[config.mk]
export PLATFORM = sky130hd
export DESIGN_NAME = utf8_stream_decoder_unit
export DESIGN_NICKNAME = d
export VERILOG_FILES = /design/src/sv/u8sd_pkg.sv /design/src/sv/utf8_stream_decoder_unit.sv
export SDC_FILE = /design/constraint.sdc
export NUM_CORES = 1
export LEC_CHECK = 0
export ABC_AREA = 1
export BUFFER_PORTS_ARGS = -buffer_cell sky130_fd_sc_hd__buf_2
export CAP_MARGIN = 30
export CORE_MARGIN = 3
export CORE_UTILIZATION = 50
export DETAILED_ROUTE_END_ITERATION = 7
export PLACE_DENSITY = 0.69
export SETUP_SLACK_MARGIN = 0.2
export SLEW_MARGIN = 20
export SYNTH_ARGS = -nofsm -noshare
export SYNTH_HDL_FRONTEND = slang
export SYNTH_SLANG_ARGS = --single-unit
[constraint.sdc]
create_clock -name i_clk -period 5.8 [get_ports i_clk]
set_clock_uncertainty 0.1 [all_clocks]
set_input_delay 0.58 -clock i_clk [delete_from_list [all_inputs] [get_ports i_clk]]
set_output_delay 0.58 -clock i_clk [all_outputs]
set_load 0.02 [all_outputs]
[src/sv/u8sd_pkg.sv]
// ----------------------------------------------------------------------------
// u8sd_pkg
// Types, status codes and a helper function shared by the byte-serial
// decoder for the original 31-bit (1 to 6 byte) UTF-8 form.
// ----------------------------------------------------------------------------
`default_nettype none

package u8sd_pkg;

    // Result status codes
    typedef enum logic [2:0] {
        ST_OK        = 3'd0,
        ST_BAD_LEAD  = 3'd1,
        ST_BAD_CONT  = 3'd2,
        ST_TRUNCATED = 3'd3,
        ST_OVERLONG  = 3'd4,
        ST_SURROGATE = 3'd5
    } t_status;

    localparam int unsigned CpWidth  = 31;
    localparam int unsigned CntWidth = 3;

    // Surrogate window, half-open
    localparam logic [CpWidth-1:0] SurrLow  = 31'h0000_d800;
    localparam logic [CpWidth-1:0] SurrHigh = 31'h0000_e000;

    // One input item: a raw byte and the last-byte flag
    typedef struct packed {
        logic [7:0] data_byte;
        logic       end_of_string;
    } t_in_item;

    // One result item
    typedef struct packed {
        logic [CpWidth-1:0] code_point;
        t_status            status;
    } t_out_item;

    // Smallest value that needs the given number of continuation bytes
    function automatic logic [CpWidth-1:0] min_value(input logic [CntWidth-1:0] n);
        logic [CpWidth-1:0] v;
        case (n)
            3'd1:    v = 31'h0000_0080;
            3'd2:    v = 31'h0000_0800;
            3'd3:    v = 31'h0001_0000;
            3'd4:    v = 31'h0020_0000;
            3'd5:    v = 31'h0400_0000;
            default: v = '0;
        endcase
        return v;
    endfunction

endpackage

`default_nettype wire

[src/sv/utf8_stream_decoder_unit.sv]
// ----------------------------------------------------------------------------
// utf8_stream_decoder_unit
// Byte-serial decoder for 1 to 6 byte UTF-8 sequences (31-bit code points).
// Emits one result per finished sequence or per failed string.
// ----------------------------------------------------------------------------
// Usage:
//   Input channel (i_in_valid / o_in_ready / i_in_data) carries one byte per
//   item with an end-of-string flag. Output channel (o_out_valid /
//   i_out_ready / o_out_data) carries a code point and a status.
//   An ASCII byte or the last byte of a sequence yields a result; lead and
//   middle continuation bytes yield none. After an error one error item is
//   sent and bytes are dropped through the next end-of-string byte.
//   An accepted item lands in the input register, and its result is loaded
//   from there into the output register once that register is free.
//   Throughput: one byte per cycle unless a result waits on a stalled output;
//   the decode logic between the input and output registers is a shift,
//   masks and compares.
//   Stall: while the output register holds an untaken result, an input item
//   that produces no result still advances; one that produces a result
//   waits in the input register, and o_in_ready drops when it is full.
//   Reset (synchronous, active low) empties both registers and returns the
//   decoder to expecting a lead byte, not discarding.
// ----------------------------------------------------------------------------
`default_nettype none

module utf8_stream_decoder_unit (
    input  wire                 i_clk,
    input  wire                 i_rst_n,
    input  wire                 i_in_valid,
    output logic                o_in_ready,
    input  u8sd_pkg::t_in_item  i_in_data,
    output logic                o_out_valid,
    input  wire                 i_out_ready,
    output u8sd_pkg::t_out_item o_out_data
);
    import u8sd_pkg::*;

    // Input register
    logic     r_in_valid;
    t_in_item r_in;

    // Decoder state
    logic [CpWidth-1:0]  r_acc,  n_acc;
    logic [CntWidth-1:0] r_rem,  n_rem;
    logic [CntWidth-1:0] r_len,  n_len;
    logic                r_disc, n_disc;

    // Output register
    logic      r_out_valid;
    t_out_item r_out;

    // Decode results
    logic               res_valid;
    logic [CpWidth-1:0] res_cp;
    t_status            res_st;
    logic [CpWidth-1:0] acc_shift;
    logic [CntWidth-1:0] rem_dec;
    logic [7:0]         b;
    logic               eos;

    logic out_free;
    logic consume;

    assign b         = r_in.data_byte;
    assign eos       = r_in.end_of_string;
    assign acc_shift = {r_acc[CpWidth-7:0], b[5:0]};
    assign rem_dec   = r_rem - 3'd1;

    // Decode one byte against the current sequence state
    always_comb begin
        n_acc     = r_acc;
        n_rem     = r_rem;
        n_len     = r_len;
        n_disc    = r_disc;
        res_valid = 1'b0;
        res_cp    = '0;
        res_st    = ST_OK;
        if (r_disc) begin
            // drop bytes through end of string
            if (eos) begin
                n_disc = 1'b0;
                n_acc  = '0;
                n_rem  = '0;
                n_len  = '0;
            end
        end else if (r_rem == '0) begin
            // lead byte expected
            n_acc = '0;
            n_rem = '0;
            n_len = '0;
            if (b[7] == 1'b0) begin
                res_valid = 1'b1;
                res_cp    = {{(CpWidth-8){1'b0}}, b};
            end else if (b[6] == 1'b0 || b[7:1] == 7'h7f) begin
                res_valid = 1'b1;
                res_st    = ST_BAD_LEAD;
                n_disc    = ~eos;
            end else if (eos) begin
                res_valid = 1'b1;
                res_st    = ST_TRUNCATED;
            end else if (b[5] == 1'b0) begin
                n_acc = {{(CpWidth-5){1'b0}}, b[4:0]};
                n_rem = 3'd1;
            end else if (b[4] == 1'b0) begin
                n_acc = {{(CpWidth-4){1'b0}}, b[3:0]};
                n_rem = 3'd2;
            end else if (b[3] == 1'b0) begin
                n_acc = {{(CpWidth-3){1'b0}}, b[2:0]};
                n_rem = 3'd3;
            end else if (b[2] == 1'b0) begin
                n_acc = {{(CpWidth-2){1'b0}}, b[1:0]};
                n_rem = 3'd4;
            end else begin
                n_acc = {{(CpWidth-1){1'b0}}, b[0]};
                n_rem = 3'd5;
            end
            if (res_valid == 1'b0) begin
                n_len = n_rem;
            end
        end else if (b[7:6] != 2'b10) begin
            // bad continuation byte
            n_acc     = '0;
            n_rem     = '0;
            n_len     = '0;
            res_valid = 1'b1;
            res_st    = ST_BAD_CONT;
            n_disc    = ~eos;
        end else if (rem_dec != '0) begin
            // middle continuation byte
            if (eos) begin
                n_acc     = '0;
                n_rem     = '0;
                n_len     = '0;
                res_valid = 1'b1;
                res_st    = ST_TRUNCATED;
            end else begin
                n_acc = acc_shift;
                n_rem = rem_dec;
            end
        end else begin
            // final continuation byte: range checks, then emit
            n_acc     = '0;
            n_rem     = '0;
            n_len     = '0;
            res_valid = 1'b1;
            if (acc_shift < min_value(r_len)) begin
                res_st = ST_OVERLONG;
                n_disc = ~eos;
            end else if (acc_shift >= SurrLow && acc_shift < SurrHigh) begin
                res_st = ST_SURROGATE;
                n_disc = ~eos;
            end else begin
                res_cp = acc_shift;
            end
        end
    end

    // Handshake between the two registers
    assign out_free   = ~r_out_valid | i_out_ready;
    assign consume    = r_in_valid & (~res_valid | out_free);
    assign o_in_ready = ~r_in_valid | consume;

    // Load the input register
    always_ff @(posedge i_clk) begin
        if (!i_rst_n) begin
            r_in_valid <= 1'b0;
        end else if (o_in_ready) begin
            r_in_valid <= i_in_valid;
        end
        if (o_in_ready) begin
            r_in <= i_in_data;
        end
    end

    // Advance decoder state on each consumed item
    always_ff @(posedge i_clk) begin
        if (!i_rst_n) begin
            r_acc  <= '0;
            r_rem  <= '0;
            r_len  <= '0;
            r_disc <= 1'b0;
        end else if (consume) begin
            r_acc  <= n_acc;
            r_rem  <= n_rem;
            r_len  <= n_len;
            r_disc <= n_disc;
        end
    end

    // Load or drain the output register
    always_ff @(posedge i_clk) begin
        if (!i_rst_n) begin
            r_out_valid <= 1'b0;
        end else if (consume && res_valid) begin
            r_out_valid <= 1'b1;
        end else if (i_out_ready) begin
            r_out_valid <= 1'b0;
        end
        if (consume && res_valid) begin
            r_out.code_point <= res_cp;
            r_out.status     <= res_st;
        end
    end

    assign o_out_valid = r_out_valid;
    assign o_out_data  = r_out;

endmodule

`default_nettype wire

==> Yosys cells after proc, flatten, opt, wreduce, memory -nomap -nowiden <==
Cells that the tools add are included.
{ "op_classes": {"n_addsub": 1, "magnitude_cmp": 3, "n_eq_ne": 8, "muxes": 71, "bitwise_logic": 9, "reduce_logical": 7} }
{ "op_table": {"columns": ["op", "n"], "rows": [
  ["two-way mux 31 bit", 9],
  ["two-way mux 25 bit", 6],
  ["one-hot mux 27 bit (5 select lines)", 1],
  ["two-way mux 3 bit", 24],
  [">= comparator 31 x 16 -> 1 bit (second input constant)", 1],
  ["less-than comparator 31 x 16 -> 1 bit (second input constant)", 1],
  ["less-than comparator 31 bit", 1],
  ["two-way mux 1 bit", 21],
  ["two-way mux 5 bit", 4],
  ["two-way mux 2 bit", 4],
  ["equality test 7 bit (second input constant)", 1],
  ["two-way mux 7 bit", 1],
  ["equality test 3 x 2 -> 1 bit (second input constant)", 2],
  ["equality test 3 bit (second input constant)", 2],
  ["inverter 1 bit", 5],
  ["two-way mux 4 bit", 1],
  ["inequality test 2 bit (second input constant)", 2],
  ["equality test 3 x 1 -> 1 bit (second input constant)", 1],
  ["zero test 3 bit", 1],
  ["OR 1 bit", 3],
  ["nonzero test 3 bit", 1],
  ["subtractor 3 x 1 -> 3 bit (second input constant)", 1],
  ["logical AND 1 bit", 2],
  ["AND reduction 2 bit", 1],
  ["other kinds (3)", 3]
]} }
{ "totals": {"register_bits": 77, "input_bits": 13, "out_inout_bits": 36, "wordCells": 109} }

==> Longest topological paths before layout <==
{ "depth": {"ltp_word": 13, "mapped_depth": 19, "ltp_nobuf": 19} }

==> Least setup slack after synthesis <==
Ideal clock, no wire load.
{ "synth_timing": {"path_kind": "register to register", "from": "register r_rem[0]", "to": "register r_out, in the netlist o_out_data[0] (enable)", "setup_time_ps": 421, "arrival_time_ps": 2778, "t_required_ps": 5279, "path_slack_ps": 2501, "stages_incl_launch_ff": 14, "n_path_buf": 0, "synth_period_minus_slack_ps": 3299, "cell_sequence": "dfxtp_1 > inv_1 > ha_1 > nand2_4 > inv_2 > nor2_4 > nand2_1 > inv_2 > nand2_4 > nand2_4 > inv_2 > nand3_2 > nand2_2 > nor3_2"} }
{ "synth_via": {"elab_chain_cells": 10, "elab_cells_between_ends": 11, "classes_between": "add/sub: 1; mux: 4; bitwise: 3; reduce/logical: 3"} }
{ "synth_lines": {"columns": ["element", "line_no", "source"], "rows": [
  ["from (decl)", "utf8_stream_decoder_unit.sv:44", "logic [CntWidth-1:0] r_rem, n_rem;"],
  ["from (signal assigned)", "utf8_stream_decoder_unit.sv:184", "r_rem <= n_rem;"],
  ["subtractor 3 x 1 -> 3 bit", "utf8_stream_decoder_unit.sv:67", "assign rem_dec = r_rem - 3'd1;"],
  ["nonzero test 3 bit", "utf8_stream_decoder_unit.sv:128", "end else if (rem_dec != '0) begin"],
  ["two-way mux 1 bit", "utf8_stream_decoder_unit.sv:128", null],
  ["two-way mux 1 bit", "utf8_stream_decoder_unit.sv:120", "end else if (b[7:6] != 2'b10) begin"],
  ["two-way mux 1 bit (*)", "utf8_stream_decoder_unit.sv:86", "end else if (r_rem == '0) begin"],
  ["two-way mux 1 bit (*)", "utf8_stream_decoder_unit.sv:78", "if (r_disc) begin"],
  ["inverter 1 bit", "utf8_stream_decoder_unit.sv:160", "assign consume = r_in_valid & (~res_valid | out_free);"],
  ["OR 1 bit", "utf8_stream_decoder_unit.sv:160", null],
  ["bitwise AND 1 bit", "utf8_stream_decoder_unit.sv:160", null],
  ["logical AND 1 bit (*)", "utf8_stream_decoder_unit.sv:199", "if (consume && res_valid) begin"],
  ["to (decl)", "utf8_stream_decoder_unit.sv:50", "t_out_item r_out;"]
]} }
Mark *: on every way between the ends. The rest lies on a longest branch, timed or not.
A chain may end at the register's enable or synchronous reset.

==> Final worst setup path <==
{ "layout_timing": {"from": "register r_rem[0]", "to": "output o_in_ready"} }
{ "layout_via": {"elab_chain_cells": 10, "elab_cells_between_ends": 11, "classes_between": "add/sub: 1; mux: 4; bitwise: 4; reduce/logical: 2"} }
{ "layout_lines": {"columns": ["element", "line_no", "source"], "rows": [
  ["subtractor 3 x 1 -> 3 bit", "utf8_stream_decoder_unit.sv:67", null],
  ["nonzero test 3 bit", "utf8_stream_decoder_unit.sv:128", null],
  ["two-way mux 1 bit", "utf8_stream_decoder_unit.sv:128", null],
  ["two-way mux 1 bit", "utf8_stream_decoder_unit.sv:120", null],
  ["two-way mux 1 bit (*)", "utf8_stream_decoder_unit.sv:86", null],
  ["two-way mux 1 bit (*)", "utf8_stream_decoder_unit.sv:78", null],
  ["inverter 1 bit (*)", "utf8_stream_decoder_unit.sv:160", null],
  ["OR 1 bit (*)", "utf8_stream_decoder_unit.sv:160", null],
  ["bitwise AND 1 bit (*)", "utf8_stream_decoder_unit.sv:160", null],
  ["OR 1 bit (*)", "utf8_stream_decoder_unit.sv:161", "assign o_in_ready = ~r_in_valid | consume;"],
  ["to (decl)", "utf8_stream_decoder_unit.sv:30", "output logic o_in_ready,"]
]} }
Marked as above.

==> results.txt <==
----------------------------------------------------
[Run status]
  Outcome ... completed

[Floorplan]
  Height of the chip ... 91.2 um
  Die boundary width ... 91.2 um
  IO Pins ... 49
  Effective utilization at floorplan ... 52.5%
  FP Rows ... 30
  Die area ... 8310 um2
  Core Box Area ... 6910 um2

[Place]
  Gpl congestion ... 0.872
  IO Port Bufs ... 48
  Placed standard-cell area ... 3970 um2
  Detailed-placement wirelength estimate ... 5370 um
  Placed cell count ... 546

[Power and ir drop]
  Net switching fraction of the power ... 24.6%
  Pleak ... 1.68 nW
  Cell-internal power ... 0.898 mW
  Power density of the placed cells ... 283 nW/um2
  Part of the total power dissipated in sequential elements ... 51.1%
  Portion of total power attributed to combinational logic ... 8.4%
  Switching Power ... 0.292 mW
  Share of power burned in the clock network ... 40.4%
  Worst ir drop on vdd ... 0.000179 V

[Routing]
  Starting DRC count in detailed routing ... 170
  Highest metal used ... met4
  Post-DR wirelength/cell ... 13.4 um
  Met3 wire length ... 380 um
  Post-route DRC violation count ... 0
  Total length of routed met2 wires ... 3630 um
  Post-route met1 wirelength ... 3380 um
  Post-detailed-route via-to-cell ratio ... 5.09
  Antenna-violating nets left ... 0
  Total number of vias ... 2,862
  Drt first pass iters ... 4
  Total Wirelength ... 7560 um

[Synthesis]
  Number of synthesized flops with an enable pin ... 43
  Number of warnings printed during yosys synthesis ... 0
  Synth Area per Inst ... 8.83 um2
  Most common cell in the netlist ... nand2_1
  Syn_nets ... 431
  Top cell type by total area after synthesis ... edfxtp_1
  Fraction of registers with async set or reset after synthesis ... 0%
  List of most frequent post-synthesis cells ... 87 x nand2_1, 60 x nor2_1, 51 x inv_1
  Post-synth top flop ... edfxtp_1
  Largest cells by area after synthesis ... edfxtp_1 36%, dfxtp_1 19%, nand2_1 9.0%, nor2_1 6.2%, inv_1 5.3%
  Register bit total from synthesis ... 77
  Top cell type's share of synthesized area ... 35.6%
  Synthesized cell area ... 3630 um2
  Syn Inst Count ... 411
  Count of unique library cells instantiated by Yosys ... 40
  Sequential element share of the synthesized area ... 54.4%

[Critical path]
  Type of destination of the critical path ... output port
  Cell class contributing the biggest share of worst-path delay ... simple AND/OR/NAND/NOR gates
  Largest fanout on the critical path ... 11
  Worst-path cell with the longest stage delay ... nand4_1
  Critical path's largest stage delay ... 420 ps
  Data required time of the critical path ... 5120 ps
  Data arrival time of the critical path ... 2590 ps
  Critical path startpoint category ... flop
  Buf+Inv Stages, Crit Path ... 4
  Kind of critical path ... flop to output port
  CP cell instances ... inv_1 > ha_1 > xnor2_1 > nand2_1 > nand2_1 > inv_2 > nand2_4 > nand2_4 > inv_2 > nand4_1 > buf_2

[Timing]
  Final Max Slew Viols ... 0
  Slew margin rel. ... 42.5%
  Endpoints failing hold ... 0
  RSZ-0062 raised after global routing ... no
  Clock period minus worst slack ... 3270 ps
  Max Freq ... 0.306 GHz
  Worst slew pin tran ... 859 ps
  Setup TNS after final layout ... 0 ps
  Crit share post-route ... 56.4%
  Endpoints failing setup ... 0

[Clock network]
  Number of buffers added for setup after CTS ... 0
  Hold bufs inserted after CTS ... 0
  CTS tree ... done
  H-tree levels ... 3
  Clock edge transition at the registers on the reported setup and hold paths ... 90 ps
  Cells resized by post-CTS repair ... 0
  Number of buffers created by CTS ... 9
  Clock tree root driver cell ... clkbuf_8
  Sinks on the clock net ... 77
  Clk_lat worst skew ... 360 ps
  Max Buffers Root-to-Sink ... 2

[Global routing]
  Total global routing overflow ... 0
  Number of antenna violations at the first check in global routing ... 0
  Total track usage ... 19.3%
  Largest net degree at the start of global routing ... 31
  Vias in the first global route ... 2,786
  Global-route wire length before repair ... 12,900 um

[Flow run]
  Max-cap violations ... 0

[Final layout]
  Layout-stage area growth over the synthesis result ... 16.1%
  Final cell area excluding filler cells ... 4210 um2
  Antenna fix cells ... 0
  Fraction of layout instances using a drive strength above 1 ... 21.0%
  Number of nets in the final layout ... 481
  Post-route non-filler standard cell count ... 562

[Min path]
  Worst Hold Class ... input pin to flop

----------------------------------------------------
==> through the flow <==
step	setup WS (ps)	util [%]	power, mW	hold WS [ps]
after floorplan	2500	-	0.691	339
after global placement	2740	56.9	0.718	354
after detailed placement	2660	57.5	0.721	372
after CTS	2490	61.0	1.20	289
after global routing	2280	61.0	1.23	288
final	2530	61.0	1.19	290
==> logic make-up (layout without fill, tap and decap cells) <==
| group | after synthesis | after routing | share of synthesized area (%) |
|---|---|---|---|
| buffers and inverters | 71 | 126 | 8.21 |
| and+or+nand+nor | 195 | 195 | 24.5 |
| AOI/OAI and AO/OA | 60 | 60 | 10.3 |
| xor gates and xnor gates | 1 | 1 | 0.242 |
| adders and majority gates | 7 | 7 | 2.41 |
| DFF | 77 | 77 | 54.4 |
==> worst register-to-register path, delay by kind of cell (launching register included) <==
| kind | cells | cell delay, ps |
|---|---|---|
| buffers and inverters | 2 | 960 |
| AND/OR/NAND/NOR | 3 | 1140 |
| flip-flops | 1 | 650 |
==> routing by layer <==
metal	up-vias	GRT usage (%)
met5	-	0
met4	0	7.91
met3	16	3.31
met2	80	31.5
met1	1318	25.5
li1	1448	-
==> sequential cells by signal (all words and copies together) (netlist names) <==
name / count
r_rem: 3
o_out_data: 34
r_disc: 1
r_len: 3
o_out_valid: 1
eos: 1
r_acc: 25
b: 8
r_in_valid: 1
==> layout make-up <==
class,count,area (um2)
Fill cell,651,2700
Clock inverter,6,92.6
Clock buffer,10,149
Timing Repair Buffer,51,287
Tap cell,96,120
Sequential cell,77,1970
Inverter,59,226
Multi-Input combinational cell,263,1360
==> power groups by stage <==
stage / clock network, mW / registers, mW / logic (mW)
detailed placement: 0 / 0.621 / 0.100
floorplan: 0 / 0.631 / 0.0590
CTS: 0.485 / 0.609 / 0.101
global placement: 0 / 0.621 / 0.0971
finish: 0.481 / 0.609 / 0.100
global route: 0.511 / 0.611 / 0.112
==> cells in the final DEF (no fill, tap or decap), types with 2 or more instances in the layout <==
| cell type | count |
|---|---|
| a211oi_1 | 2 |
| nand3_1 | 14 |
| inv_2 | 6 |
| nor4_1 | 2 |
| edfxtp_1 | 43 |
| nand3b_1 | 2 |
| a21oi_1 | 24 |
| clkbuf_8 | 9 |
| nor2_1 | 60 |
| nor3_1 | 8 |
| buf_2 | 48 |
| inv_1 | 51 |
| bufinv_16 | 2 |
| o21ai_0 | 6 |
| nand2_1 | 87 |
| dfxtp_1 | 34 |
| ha_1 | 7 |
| nand2_4 | 3 |
| nand3_2 | 2 |
| o31ai_1 | 5 |
| o21ai_1 | 6 |
| a21oi_2 | 12 |
| nand4_1 | 7 |
| a31oi_1 | 2 |
==> path summary, 6_finish.rpt <==
kind	start	slack, ps	to	depth (start not counted)
worst min register to register	r_rem[1]$_SDFFE_PN0P_	380	r_rem[1]$_SDFFE_PN0P_	2
worst min-delay path	i_in_data[2]	290	b[1]$_DFFE_PP_	1
worst max-delay path	r_rem[0]$_SDFFE_PN0P_	2530	o_in_ready	11
worst max register to register	r_disc$_SDFFE_PN0P_	2620	o_out_data[5]$_SDFFCE_PP0P_	5
(Power assumes the default switching activity.)
